[src/hdl/ttl_entry_table_defines.svh]
// Assertion macros shared by the ttl entry table modules.
`ifndef TTL_ENTRY_TABLE_DEFINES_SVH
`define TTL_ENTRY_TABLE_DEFINES_SVH

// Check a property on every rising clock edge outside reset.
`define TTL_ASSERT(lbl, prop, msg) \
  lbl: assert property (@(posedge clk_i) disable iff (!rst_ni) (prop)) else $error(msg);

// Check a property on every rising clock edge, reset included.
`define TTL_ASSERT_ALWAYS(lbl, prop, msg) \
  lbl: assert property (@(posedge clk_i) (prop)) else $error(msg);

`endif

[src/hdl/ttl_pkg.sv]
// Shared types and constants of the ttl entry table.
package ttl_pkg;

  localparam int TIME_W = 32;
  localparam int KEY_W  = 32;
  localparam int CNT_W  = 5;

  typedef enum logic [1:0] {
    ACT_ADD   = 2'd0,
    ACT_FIND  = 2'd1,
    ACT_CLEAN = 2'd2
  } ttl_action_e;

  typedef struct packed {
    logic [1:0]        action;
    logic [TIME_W-1:0] now;
    logic [KEY_W-1:0]  data_word;
    logic [TIME_W-1:0] ttl_ms;
  } ttl_req_t;

  typedef struct packed {
    logic             ok;
    logic [KEY_W-1:0] found_data;
    logic [CNT_W-1:0] removed_count;
    logic [CNT_W-1:0] entry_count;
  } ttl_rsp_t;

  typedef struct packed {
    logic load;
    logic step;
  } ttl_cmd_t;

  typedef struct packed {
    logic last;
  } ttl_stat_t;

endpackage

[src/hdl/ttl_ctrl.sv]
// Sequencing state machine of the ttl entry table.
`include "ttl_entry_table_defines.svh"

module ttl_ctrl
  import ttl_pkg::*;
(
  input  logic      clk_i,
  input  logic      rst_ni,
  input  logic      start,
  output logic      busy,
  output logic      done_o,
  output ttl_cmd_t  cmd_o,
  input  ttl_stat_t stat_i
);

  typedef enum logic [1:0] {
    ST_IDLE,
    ST_SCAN,
    ST_LAST,
    ST_RESP
  } state_e;

  state_e state_q, state_d;
  logic   done_q;

  always_comb begin
    state_d = state_q;
    unique case (state_q)
      ST_IDLE: begin
        if (start) begin
          state_d = ST_SCAN;
        end
      end
      ST_SCAN: begin
        if (stat_i.last) begin
          state_d = ST_LAST;
        end
      end
      ST_LAST: state_d = ST_RESP;
      ST_RESP: state_d = ST_IDLE;
      default: state_d = ST_IDLE;
    endcase
  end

  always_ff @(posedge clk_i or negedge rst_ni) begin
    if (!rst_ni) begin
      state_q <= ST_IDLE;
      done_q  <= 1'b0;
    end else begin
      state_q <= state_d;
      done_q  <= (state_q == ST_LAST);
    end
  end

  assign busy       = (state_q != ST_IDLE);
  assign done_o     = done_q;
  assign cmd_o.load = (state_q == ST_IDLE) && start;
  assign cmd_o.step = (state_q == ST_SCAN);

  `TTL_ASSERT(a_done_then_idle, done_q |=> (state_q == ST_IDLE), "strobe not followed by idle")
  `TTL_ASSERT(a_last_then_done, (state_q == ST_LAST) |=> done_q, "final slot without response")
  `TTL_ASSERT(a_start_scans, (start && !busy) |=> (state_q == ST_SCAN), "accepted start lost")

endmodule

[src/hdl/ttl_dpath.sv]
// Slot storage, scan index and result registers of the ttl entry table.
`include "ttl_entry_table_defines.svh"

module ttl_dpath
  import ttl_pkg::*;
#(
  parameter int CAPACITY   = 16,
  parameter int DATA_WIDTH = 32
) (
  input  logic      clk_i,
  input  logic      rst_ni,
  input  ttl_cmd_t  cmd_i,
  output ttl_stat_t stat_o,
  input  ttl_req_t  req_i,
  output ttl_rsp_t  rsp_o
);

  localparam int IW = (CAPACITY > 1) ? $clog2(CAPACITY) : 1;
  localparam int CW = $clog2(CAPACITY + 1);
  localparam int SW = (DATA_WIDTH < KEY_W) ? DATA_WIDTH : KEY_W;
  localparam logic [IW-1:0] LAST_IDX = IW'(CAPACITY - 1);

  logic [TIME_W-1:0] exp_mem [CAPACITY];
  logic [SW-1:0]     dat_mem [CAPACITY];

  ttl_req_t          op_q;
  logic [IW-1:0]     idx_q, idx_d;
  logic              ev_q, ev_d;
  logic [IW-1:0]     ev_idx_q;
  logic [TIME_W-1:0] exp_rd_q;
  logic [SW-1:0]     dat_rd_q;
  logic [CAPACITY-1:0] valid_q, valid_d;
  logic [CW-1:0]     count_q, count_d;
  logic              ok_q, ok_d;
  logic [SW-1:0]     found_q, found_d;
  logic [CW-1:0]     removed_q, removed_d;

  logic [SW-1:0]     key;
  logic              expired;
  logic              add_wr;

  assign key     = op_q.data_word[SW-1:0];
  assign expired = (op_q.now >= exp_rd_q);
  assign add_wr  = cmd_i.step && (op_q.action == ACT_ADD) && !ok_q && !valid_q[idx_q];

  always_comb begin
    valid_d   = valid_q;
    count_d   = count_q;
    ok_d      = ok_q;
    found_d   = found_q;
    removed_d = removed_q;
    idx_d     = idx_q;
    ev_d      = 1'b0;
    if (cmd_i.load) begin
      idx_d     = '0;
      ok_d      = (req_i.action == ACT_CLEAN);
      found_d   = '0;
      removed_d = '0;
    end else begin
      if (cmd_i.step) begin
        ev_d = 1'b1;
        if (idx_q != LAST_IDX) begin
          idx_d = idx_q + 1'b1;
        end
        if (add_wr) begin
          valid_d[idx_q] = 1'b1;
          count_d        = count_q + 1'b1;
          ok_d           = 1'b1;
        end
      end
      if (ev_q) begin
        if ((op_q.action == ACT_FIND) && !ok_q && valid_q[ev_idx_q] && !expired &&
            (dat_rd_q == key)) begin
          ok_d    = 1'b1;
          found_d = dat_rd_q;
        end
        if ((op_q.action == ACT_CLEAN) && valid_q[ev_idx_q] && expired) begin
          valid_d[ev_idx_q] = 1'b0;
          count_d           = count_q - 1'b1;
          removed_d         = removed_q + 1'b1;
        end
      end
    end
  end

  always_ff @(posedge clk_i or negedge rst_ni) begin
    if (!rst_ni) begin
      valid_q   <= '0;
      count_q   <= '0;
      ok_q      <= 1'b0;
      found_q   <= '0;
      removed_q <= '0;
      idx_q     <= '0;
      ev_q      <= 1'b0;
    end else begin
      valid_q   <= valid_d;
      count_q   <= count_d;
      ok_q      <= ok_d;
      found_q   <= found_d;
      removed_q <= removed_d;
      idx_q     <= idx_d;
      ev_q      <= ev_d;
    end
  end

  // Hold the transaction and the slot under evaluation.
  always_ff @(posedge clk_i) begin
    if (cmd_i.load) begin
      op_q <= req_i;
    end
    if (cmd_i.step) begin
      ev_idx_q <= idx_q;
    end
  end

  // Single-port slot memories with registered read data.
  always_ff @(posedge clk_i) begin
    if (add_wr) begin
      exp_mem[idx_q] <= op_q.now + op_q.ttl_ms;
      dat_mem[idx_q] <= key;
    end
    if (cmd_i.step) begin
      exp_rd_q <= exp_mem[idx_q];
      dat_rd_q <= dat_mem[idx_q];
    end
  end

  assign stat_o.last         = (idx_q == LAST_IDX);
  assign rsp_o.ok            = ok_q;
  assign rsp_o.found_data    = KEY_W'(found_q);
  assign rsp_o.removed_count = CNT_W'(removed_q);
  assign rsp_o.entry_count   = CNT_W'(count_q);

  `TTL_ASSERT_ALWAYS(a_count_matches, (!rst_ni) || (count_q == $countones(valid_q)), "entry count drift")
  `TTL_ASSERT(a_miss_no_data, !ok_q |-> (found_q == '0), "data reported without hit")
  `TTL_ASSERT(a_load_rewinds, cmd_i.load |=> (idx_q == '0), "scan index not rewound")

endmodule

[src/hdl/ttl_entry_table.sv]
// Top level of the ttl entry table: controller plus slot datapath.
//
//   channel   | handshake               | payload
//   ----------+-------------------------+-----------------------------
//   request   | start in, busy out      | req_i  (action, now, data, ttl)
//   response  | done_o out, no stall    | rsp_o  (ok, data, counts)
//
// A transaction is taken on a rising edge with start high and busy low.
// The scan then steps through every slot in turn, ST_LAST evaluates the last
// registered read, and ST_RESP presents the response with done_o registered.
// Busy then drops, and a new transaction is taken only while busy is low.
// done_o is high for exactly one cycle; the receiver must take it then.
// Reset clears the valid bits at once, so no clearing pass is needed.
`include "ttl_entry_table_defines.svh"

module ttl_entry_table
  import ttl_pkg::*;
#(
  parameter int CAPACITY   = 16,
  parameter int DATA_WIDTH = 32
) (
  input  logic     clk_i,
  input  logic     rst_ni,
  input  logic     start,
  output logic     busy,
  input  ttl_req_t req_i,
  output logic     done_o,
  output ttl_rsp_t rsp_o
);

  ttl_cmd_t  cmd;
  ttl_stat_t stat;

  // Sequence the scan: load, step one slot per cycle, respond.
  ttl_ctrl u_ctrl (
    .clk_i  (clk_i),
    .rst_ni (rst_ni),
    .start  (start),
    .busy   (busy),
    .done_o (done_o),
    .cmd_o  (cmd),
    .stat_i (stat)
  );

  // Hold slots, evaluate each slot against the captured transaction.
  ttl_dpath #(
    .CAPACITY   (CAPACITY),
    .DATA_WIDTH (DATA_WIDTH)
  ) u_dpath (
    .clk_i  (clk_i),
    .rst_ni (rst_ni),
    .cmd_i  (cmd),
    .stat_o (stat),
    .req_i  (req_i),
    .rsp_o  (rsp_o)
  );

  `TTL_ASSERT(a_done_while_busy, done_o |-> busy, "response outside a transaction")
  `TTL_ASSERT(a_done_single, done_o |=> !done_o, "response strobe longer than one cycle")
  `TTL_ASSERT(a_accept_busy, (start && !busy) |=> (busy && !done_o), "accepted start not busy")

endmodule
[config.mk]
export PLATFORM = sky130hd
export DESIGN_NAME = ttl_entry_table
export DESIGN_NICKNAME = d
export VERILOG_FILES = /design/src/hdl/ttl_pkg.sv /design/src/hdl/ttl_ctrl.sv /design/src/hdl/ttl_dpath.sv /design/src/hdl/ttl_entry_table.sv
export VERILOG_INCLUDE_DIRS = /design/src /design/src/hdl
export SDC_FILE = /design/constraint.sdc
export NUM_CORES = 1
export LEC_CHECK = 0
export BUFFER_PORTS_ARGS = -buffer_cell sky130_fd_sc_hd__buf_2
export CELL_PAD_IN_SITES_DETAIL_PLACEMENT = 0
export CELL_PAD_IN_SITES_GLOBAL_PLACEMENT = 1
export CORE_ASPECT_RATIO = 2
export CORE_UTILIZATION = 30
export DETAILED_ROUTE_END_ITERATION = 7
export PLACE_DENSITY_LB_ADDON = 0.1
export SLEW_MARGIN = 0
export SYNTH_ARGS = -nofsm -noshare
export SYNTH_HDL_FRONTEND = slang
export SYNTH_SLANG_ARGS = --single-unit
[constraint.sdc]
create_clock -name clk_i -period 8.5 [get_ports clk_i]
set_clock_uncertainty 0.2 [all_clocks]
set_input_delay 0.425 -clock clk_i [delete_from_list [all_inputs] [get_ports clk_i]]
set_output_delay 0.425 -clock clk_i [all_outputs]
set_load 0.02 [all_outputs]
Word level (Yosys, flattened, before mapping)
Memory sizes are Yosys's and may differ from the RTL's. A register that Yosys moved wholly into a read port is not among the register bits.
Index checks and enable logic that the tools add are counted.
{"block": "op_classes", "add_sub_neg": 5, "n_mul": 0, "n_div": 0, "n_lt_le_gt_ge": 5, "eq_ne": 11, "shifts": 0, "muxes": 38, "bitwise": 3, "n_reduce_logical": 27}
{"cell": "$mux W32", "count": 3}
{"cell": "$mux W16", "count": 5}
{"cell": "$mux W5", "count": 7}
{"cell": "$add A32 B32 Y32", "count": 1}
{"cell": "$eq A32 B32 Y1", "count": 1}
{"cell": "$ge A32 B32 Y1", "count": 1}
{"cell": "$and A16 B16 Y16", "count": 1}
{"cell": "$not A16 Y16", "count": 1}
{"cell": "$or A16 B16 Y16", "count": 1}
{"cell": "$mux W1", "count": 13}
{"cell": "$logic_and A1 B1 Y1", "count": 12}
{"cell": "$mux W4", "count": 3}
{"cell": "$reduce_bool A2 Y1", "count": 6}
{"cell": "$add A5 B1 Y5 const B", "count": 2}
{"cell": "$lt A4 B5 Y1 const B", "count": 2}
{"cell": "$bmux W1 S4", "count": 2}
{"cell": "$demux W1 S4", "count": 2}
{"cell": "$eq A2 B2 Y1 const B", "count": 4}
{"cell": "$ge A4 B1 Y1 const B", "count": 2}
{"cell": "$pmux W2 S4", "count": 1}
{"cell": "$reduce_and A2 Y1", "count": 4}
{"cell": "$sub A5 B1 Y5 const B", "count": 1}
{"cell": "$add A4 B1 Y4 const B", "count": 1}
{"cell": "$eq A2 B1 Y1 const B", "count": 2}
{"cell": "other kinds (6)", "count": 11}
{"block": "word_totals", "ff_bits": 169, "latchBits": 0, "ram_bits": 1024, "rom_bits": 0, "in_bits": 101, "out_inout_bits": 45, "n_memories": 2}
{"memory": "u_dpath.dat_mem", "depth": 16, "word_bits": 32, "read_ports": 1, "rd_ports_with_merged_regs": 1, "wr": 1, "line": "ttl_dpath.sv:24", "text": "logic [SW-1:0] dat_mem [CAPACITY];"}
{"memory": "u_dpath.exp_mem", "depth": 16, "word_bits": 32, "read_ports": 1, "rd_ports_with_merged_regs": 1, "wr": 1, "line": "ttl_dpath.sv:23", "text": "logic [TIME_W-1:0] exp_mem [CAPACITY];"}

Longest topological paths before layout
{"block": "depth", "ltp_word": 11, "ltp_mapped": 12, "depth_no_buf": 11}

Modules after synthesis
From an unflattened synthesis, not the netlist that was laid out.
{"block": "hier_totals", "cells_unflattened": 2256, "area_unflattened_um2": 49231.0}
{"module": "ttl_dpath", "n_inst": 1, "cells_per_inst": 2240, "area_per_inst_um2": 49043.3, "seq_area_each_um2": 37335.8}
{"module": "ttl_ctrl", "n_inst": 1, "cells_per_inst": 16, "area_per_inst_um2": 187.7, "seq_area_each_um2": 75.1}

Worst setup path before layout
No wires, ideal clock.
{"block": "synth_path", "path_type": "flip-flop to flip-flop", "from": "reg u_ctrl.state_q[1]", "to": "mem u_dpath.dat_mem[3][0] in the netlist's numbering, enable pin", "t_arrival_ps": 7502, "t_required_ps": 7735, "setup_slack_ps": 234, "stages_incl_launch_ff": 9, "path_buffers": 1, "period_less_slack_ps": 8266, "cell_sequence": "dfrtp_1 inv_1 ha_1 nand4_1 a21oi_2 and2b_1 buf_4 nand2_1 nor3_1"}
{"block": "synth_between", "elab_chain_cells": 6}
{"item": "start, declared", "line": "ttl_ctrl.sv:23", "text": "state_e state_q, state_d;"}
{"item": "start signal, assigned", "line": "ttl_ctrl.sv:50", "text": "state_q <= state_d;"}
{"item": "$eq A2 B1 Y1", "line": "ttl_ctrl.sv:58", "text": "assign cmd_o.step = (state_q == ST_SCAN);"}
{"item": "$logic_and A1 B1 Y1 (3 in series)", "line": "ttl_dpath.sv:44", "text": "assign add_wr = cmd_i.step && (op_q.action == ACT_ADD) && !ok_q && !valid_q[idx_q];"}
{"item": "$mux W1", "line": "ttl_dpath.sv:118", "text": "if (add_wr) begin"}
{"item": "$mux W1 (implied by the code)", "line": "ttl_dpath.sv:120", "text": "dat_mem[idx_q] <= key;"}
{"item": "end, declared", "line": "ttl_dpath.sv:24"}
Every way passes these cells.

==> reports/metrics.yaml <==
run_status:
  status: "finished, final reports clean"
route:
  num_vias: 23700
  dr.pass1.iters: 7
  drc_errors: 0
  wl_per_cell_um: 30.0
  via_per_inst: 4.90
  ant_nets: 0
  drtIter0Drc: 1594
  routed_wl_um: 145000
floorplanning:
  rows: 210
  die_height_um: 575
  pin_count: 146
  core-area_um2: 163000
  initial_utilization: 0.302
  dieArea_um2: 166000
  die_width_um: 289
cells_and_area:
  drive_gt1_frac: 0.285
  fin_cells: 4844
  multi_input_area_um2: 11400
  fillCellCount: 15200
  final_net_count: 2794
  seqCellArea_um2: 37400
  fin_area_um2: 58200
  area_growth_pct: 18.0
placed_design:
  dp.cells: 4515
  place.gp.congestion: 0.783
  hpwl_um: 88200
  numPortBuffers: 145
  dpl_cell_area_um2: 53000
setup_path:
  cp-start-kind: "flip-flop"
  reg2reg_depth: 5
  worstReg2RegEnd: "u_dpath.exp_rd_q[4]"
  reg2reg_setup_slack_ns: 3.29
  crit_arrival_ns: 5.48
  endpoint_kind: "flip-flop"
  worstSetupPathType: "flip-flop to flip-flop"
  r2r-start: "u_dpath.idx_q[1]"
  crit_required_ns: 8.77
  critPathMaxFanout: 63
sta:
  timing.fmax_mhz: 192
  slew_violations: 0
  rsz0062_at_grt: "false"
  finalCritPeriodShare: 0.613
  slew_headroom: 0.162
  fin_crit_ns: 5.21
  setup_viol: 0
  hold_violations: 0
  tightest_slew_ns: 1.25
  fin_setup_tns_ns: 0
logic_synthesis:
  synth_fp_nets: 2445
  synth_common_cells: "edfxtp_1 (1,190), mux4_2 (327), ha_1 (75), nor2_1 (75), a21oi_1 (69)"
  synthTopCellsByArea: "edfxtp_1 (72%), mux4_2 (15%), dfrtp_1 (3.4%)"
  synth_top_area_cell: "edfxtp_1"
  synth-edff-count: 1190
  synthFlopType: "edfxtp_1"
  synth_cell_types: 63
  ys_warn_count: 0
  yosysMostFrequentCell: "edfxtp_1"
  synth.avg_cell_area_um2: 21.7
  ys_ff_latch: 1257
  async_reset_ff_frac: 0.0533
  syn-instance-count: 2268
  syn_area_um2: 49300
  ys_seq_area_frac: 0.758
  synth_top_area_frac: 0.724
global_routing:
  antenna_found_initial: 6
  met1_usage: 0.195
  grt_busiest_layer: "met2"
  grt_pass1_wl_um: 203000
  grt_usage: 0.177
  grt_pass1_vias: 26100
  grt_max_degree: 86
  met3_usage: 0.0188
  grt-ovfl-total: 0
  use_met2: 0.348
power:
  leakage_nw: 18.9
  vdd_drop_max_mv: 0.217
  p_per_area_nw_per_um2: 320
flow_run:
  cap_violations: 0
hold_path:
  hp-class: "primary input to async pin"
clocking:
  cts_buffer_depth: 3
  clock_latency_ns: 0.74
  cts_buffers: 119
  cts_root_buffer: "clkbuf_16"
  clk_pin_slew_worst_paths_ns: 0.07
  postCtsSetupBuffers: 0
  cts_tree: "built"
  cts_max_level: 3
  cts.sinks: 1257
worst max-delay path: stages (launching register included):
cell and delay, ns:
dfrtp_4 1.05, buf_4 0.95, buf_4 0.67, buf_4 0.86, mux4_2 0.45, mux4_2 0.48
through the flow:
stage	hold slack, ns	total power, mW	utilization	setup slack (ns)
after CTS	0.000308	19.0	0.356	3.26
final	0.0221	18.6	0.356	3.29
after global routing	0.0345	19.4	0.356	3.12
after detailed placement	0.261	13.1	0.324	3.27
after global placement	0.262	13.0	0.324	3.31
after floorplan	-0.0706	11.1	-	0.234
logic make-up after synthesis:
| group | share of synthesized area |
|---|---|
| AO/OA/AOI/OAI | 0.0183 |
| XOR/XNOR | 0.0121 |
| adder cells (fa/ha/maj) | 0.0194 |
| buffers and inverters | 0.0131 |
| flip-flops | 0.758 |
| multiplexers | 0.158 |
| AND/OR/NAND/NOR | 0.0209 |
how the worst max path moves through the flow:
stage | cells past startpoint | start | to
finish | 5 | u_dpath.idx_q[1] | u_dpath.exp_rd_q[4]
global route | 5 | u_dpath.idx_q[1] | u_dpath.exp_rd_q[4]
CTS | 5 | u_dpath.idx_q[1] | u_dpath.exp_rd_q[4]
detailed placement | 5 | u_dpath.idx_q[1] | u_dpath.exp_rd_q[1]
global placement | 5 | u_dpath.idx_q[1] | u_dpath.exp_rd_q[1]
floorplan | 8 | u_ctrl.state_q[1] | u_dpath.dat_mem[3][0]
cell usage in the layout, fill, tap and decap left out, types with 6 or more instances in the layout:
cell type	n
inv_1	55
clkbuf_8	7
clkinv_1	18
mux4_2	327
bufinv_16	21
nand2b_1	7
clkinv_2	22
nor2b_1	6
buf_2	144
mux2i_1	35
nand3_1	11
dfrtp_1	63
nand4_1	16
a21o_1	18
nor3_1	17
nor2_1	63
xor2_1	42
ha_1	74
inv_6	10
a21oi_1	69
nand2_1	32
dlygate4sd3_1	101
o21ai_0	16
edfxtp_1	1190
clkbuf_16	122
clkinvlp_4	9
nor2_4	12
xnor2_1	24
nor4_1	12
clkbuf_1	13
a31oi_1	9
buf_4	71
flip-flops by register name (all words and copies together), names as in the netlist:
| signal | cells |
|---|---|
| u_dpath.key | 32 |
| u_ctrl.done_o | 1 |
| u_dpath.removed_q | 5 |
| u_dpath.dat_rd_q | 32 |
| u_ctrl.state_q | 2 |
| u_dpath.found_q | 32 |
| u_dpath.valid_q | 16 |
| u_dpath.ev_idx_q | 4 |
| u_dpath.count_q | 5 |
| u_dpath.ok_q | 1 |
| u_dpath.op_q | 66 |
| u_dpath.idx_q | 4 |
| u_dpath.exp_rd_q | 32 |
| u_dpath.ev_q | 1 |
| u_dpath.dat_mem | 512 |
| u_dpath.exp_mem | 512 |
what timing repair did:
action                    4_1_cts  5_1_grt
resized for setup               0        0
hold endpoints to repair      132        0
hold buffers                  101        0
per-layer routing:
layer,share of wire,vias up
li1,-,10100
met3,0.030,172
met5,0,-
met2,0.58,489
met1,0.37,12900
met4,0.026,0
report_power, final:
group / internal, mW / switching [mW]
Combinational: 1.79 / 2.57
Clock: 3.33 / 2.47
Sequential: 7.89 / 0.572
Total: 13.0 / 5.61
cell type report:
| cell class | instances | share of cell area |
|---|---|---|
| timing repair buffer | 318 | 0.0394 |
| multi-input combinational | 865 | 0.196 |
| inverter | 56 | 0.00370 |
| clock inverter | 85 | 0.0175 |
| clock buffer | 142 | 0.0549 |
| tap | 2120 | 0.0456 |
| antenna | 1 | 0.0000430 |
| sequential | 1257 | 0.643 |
(Power assumes the default switching activity.)
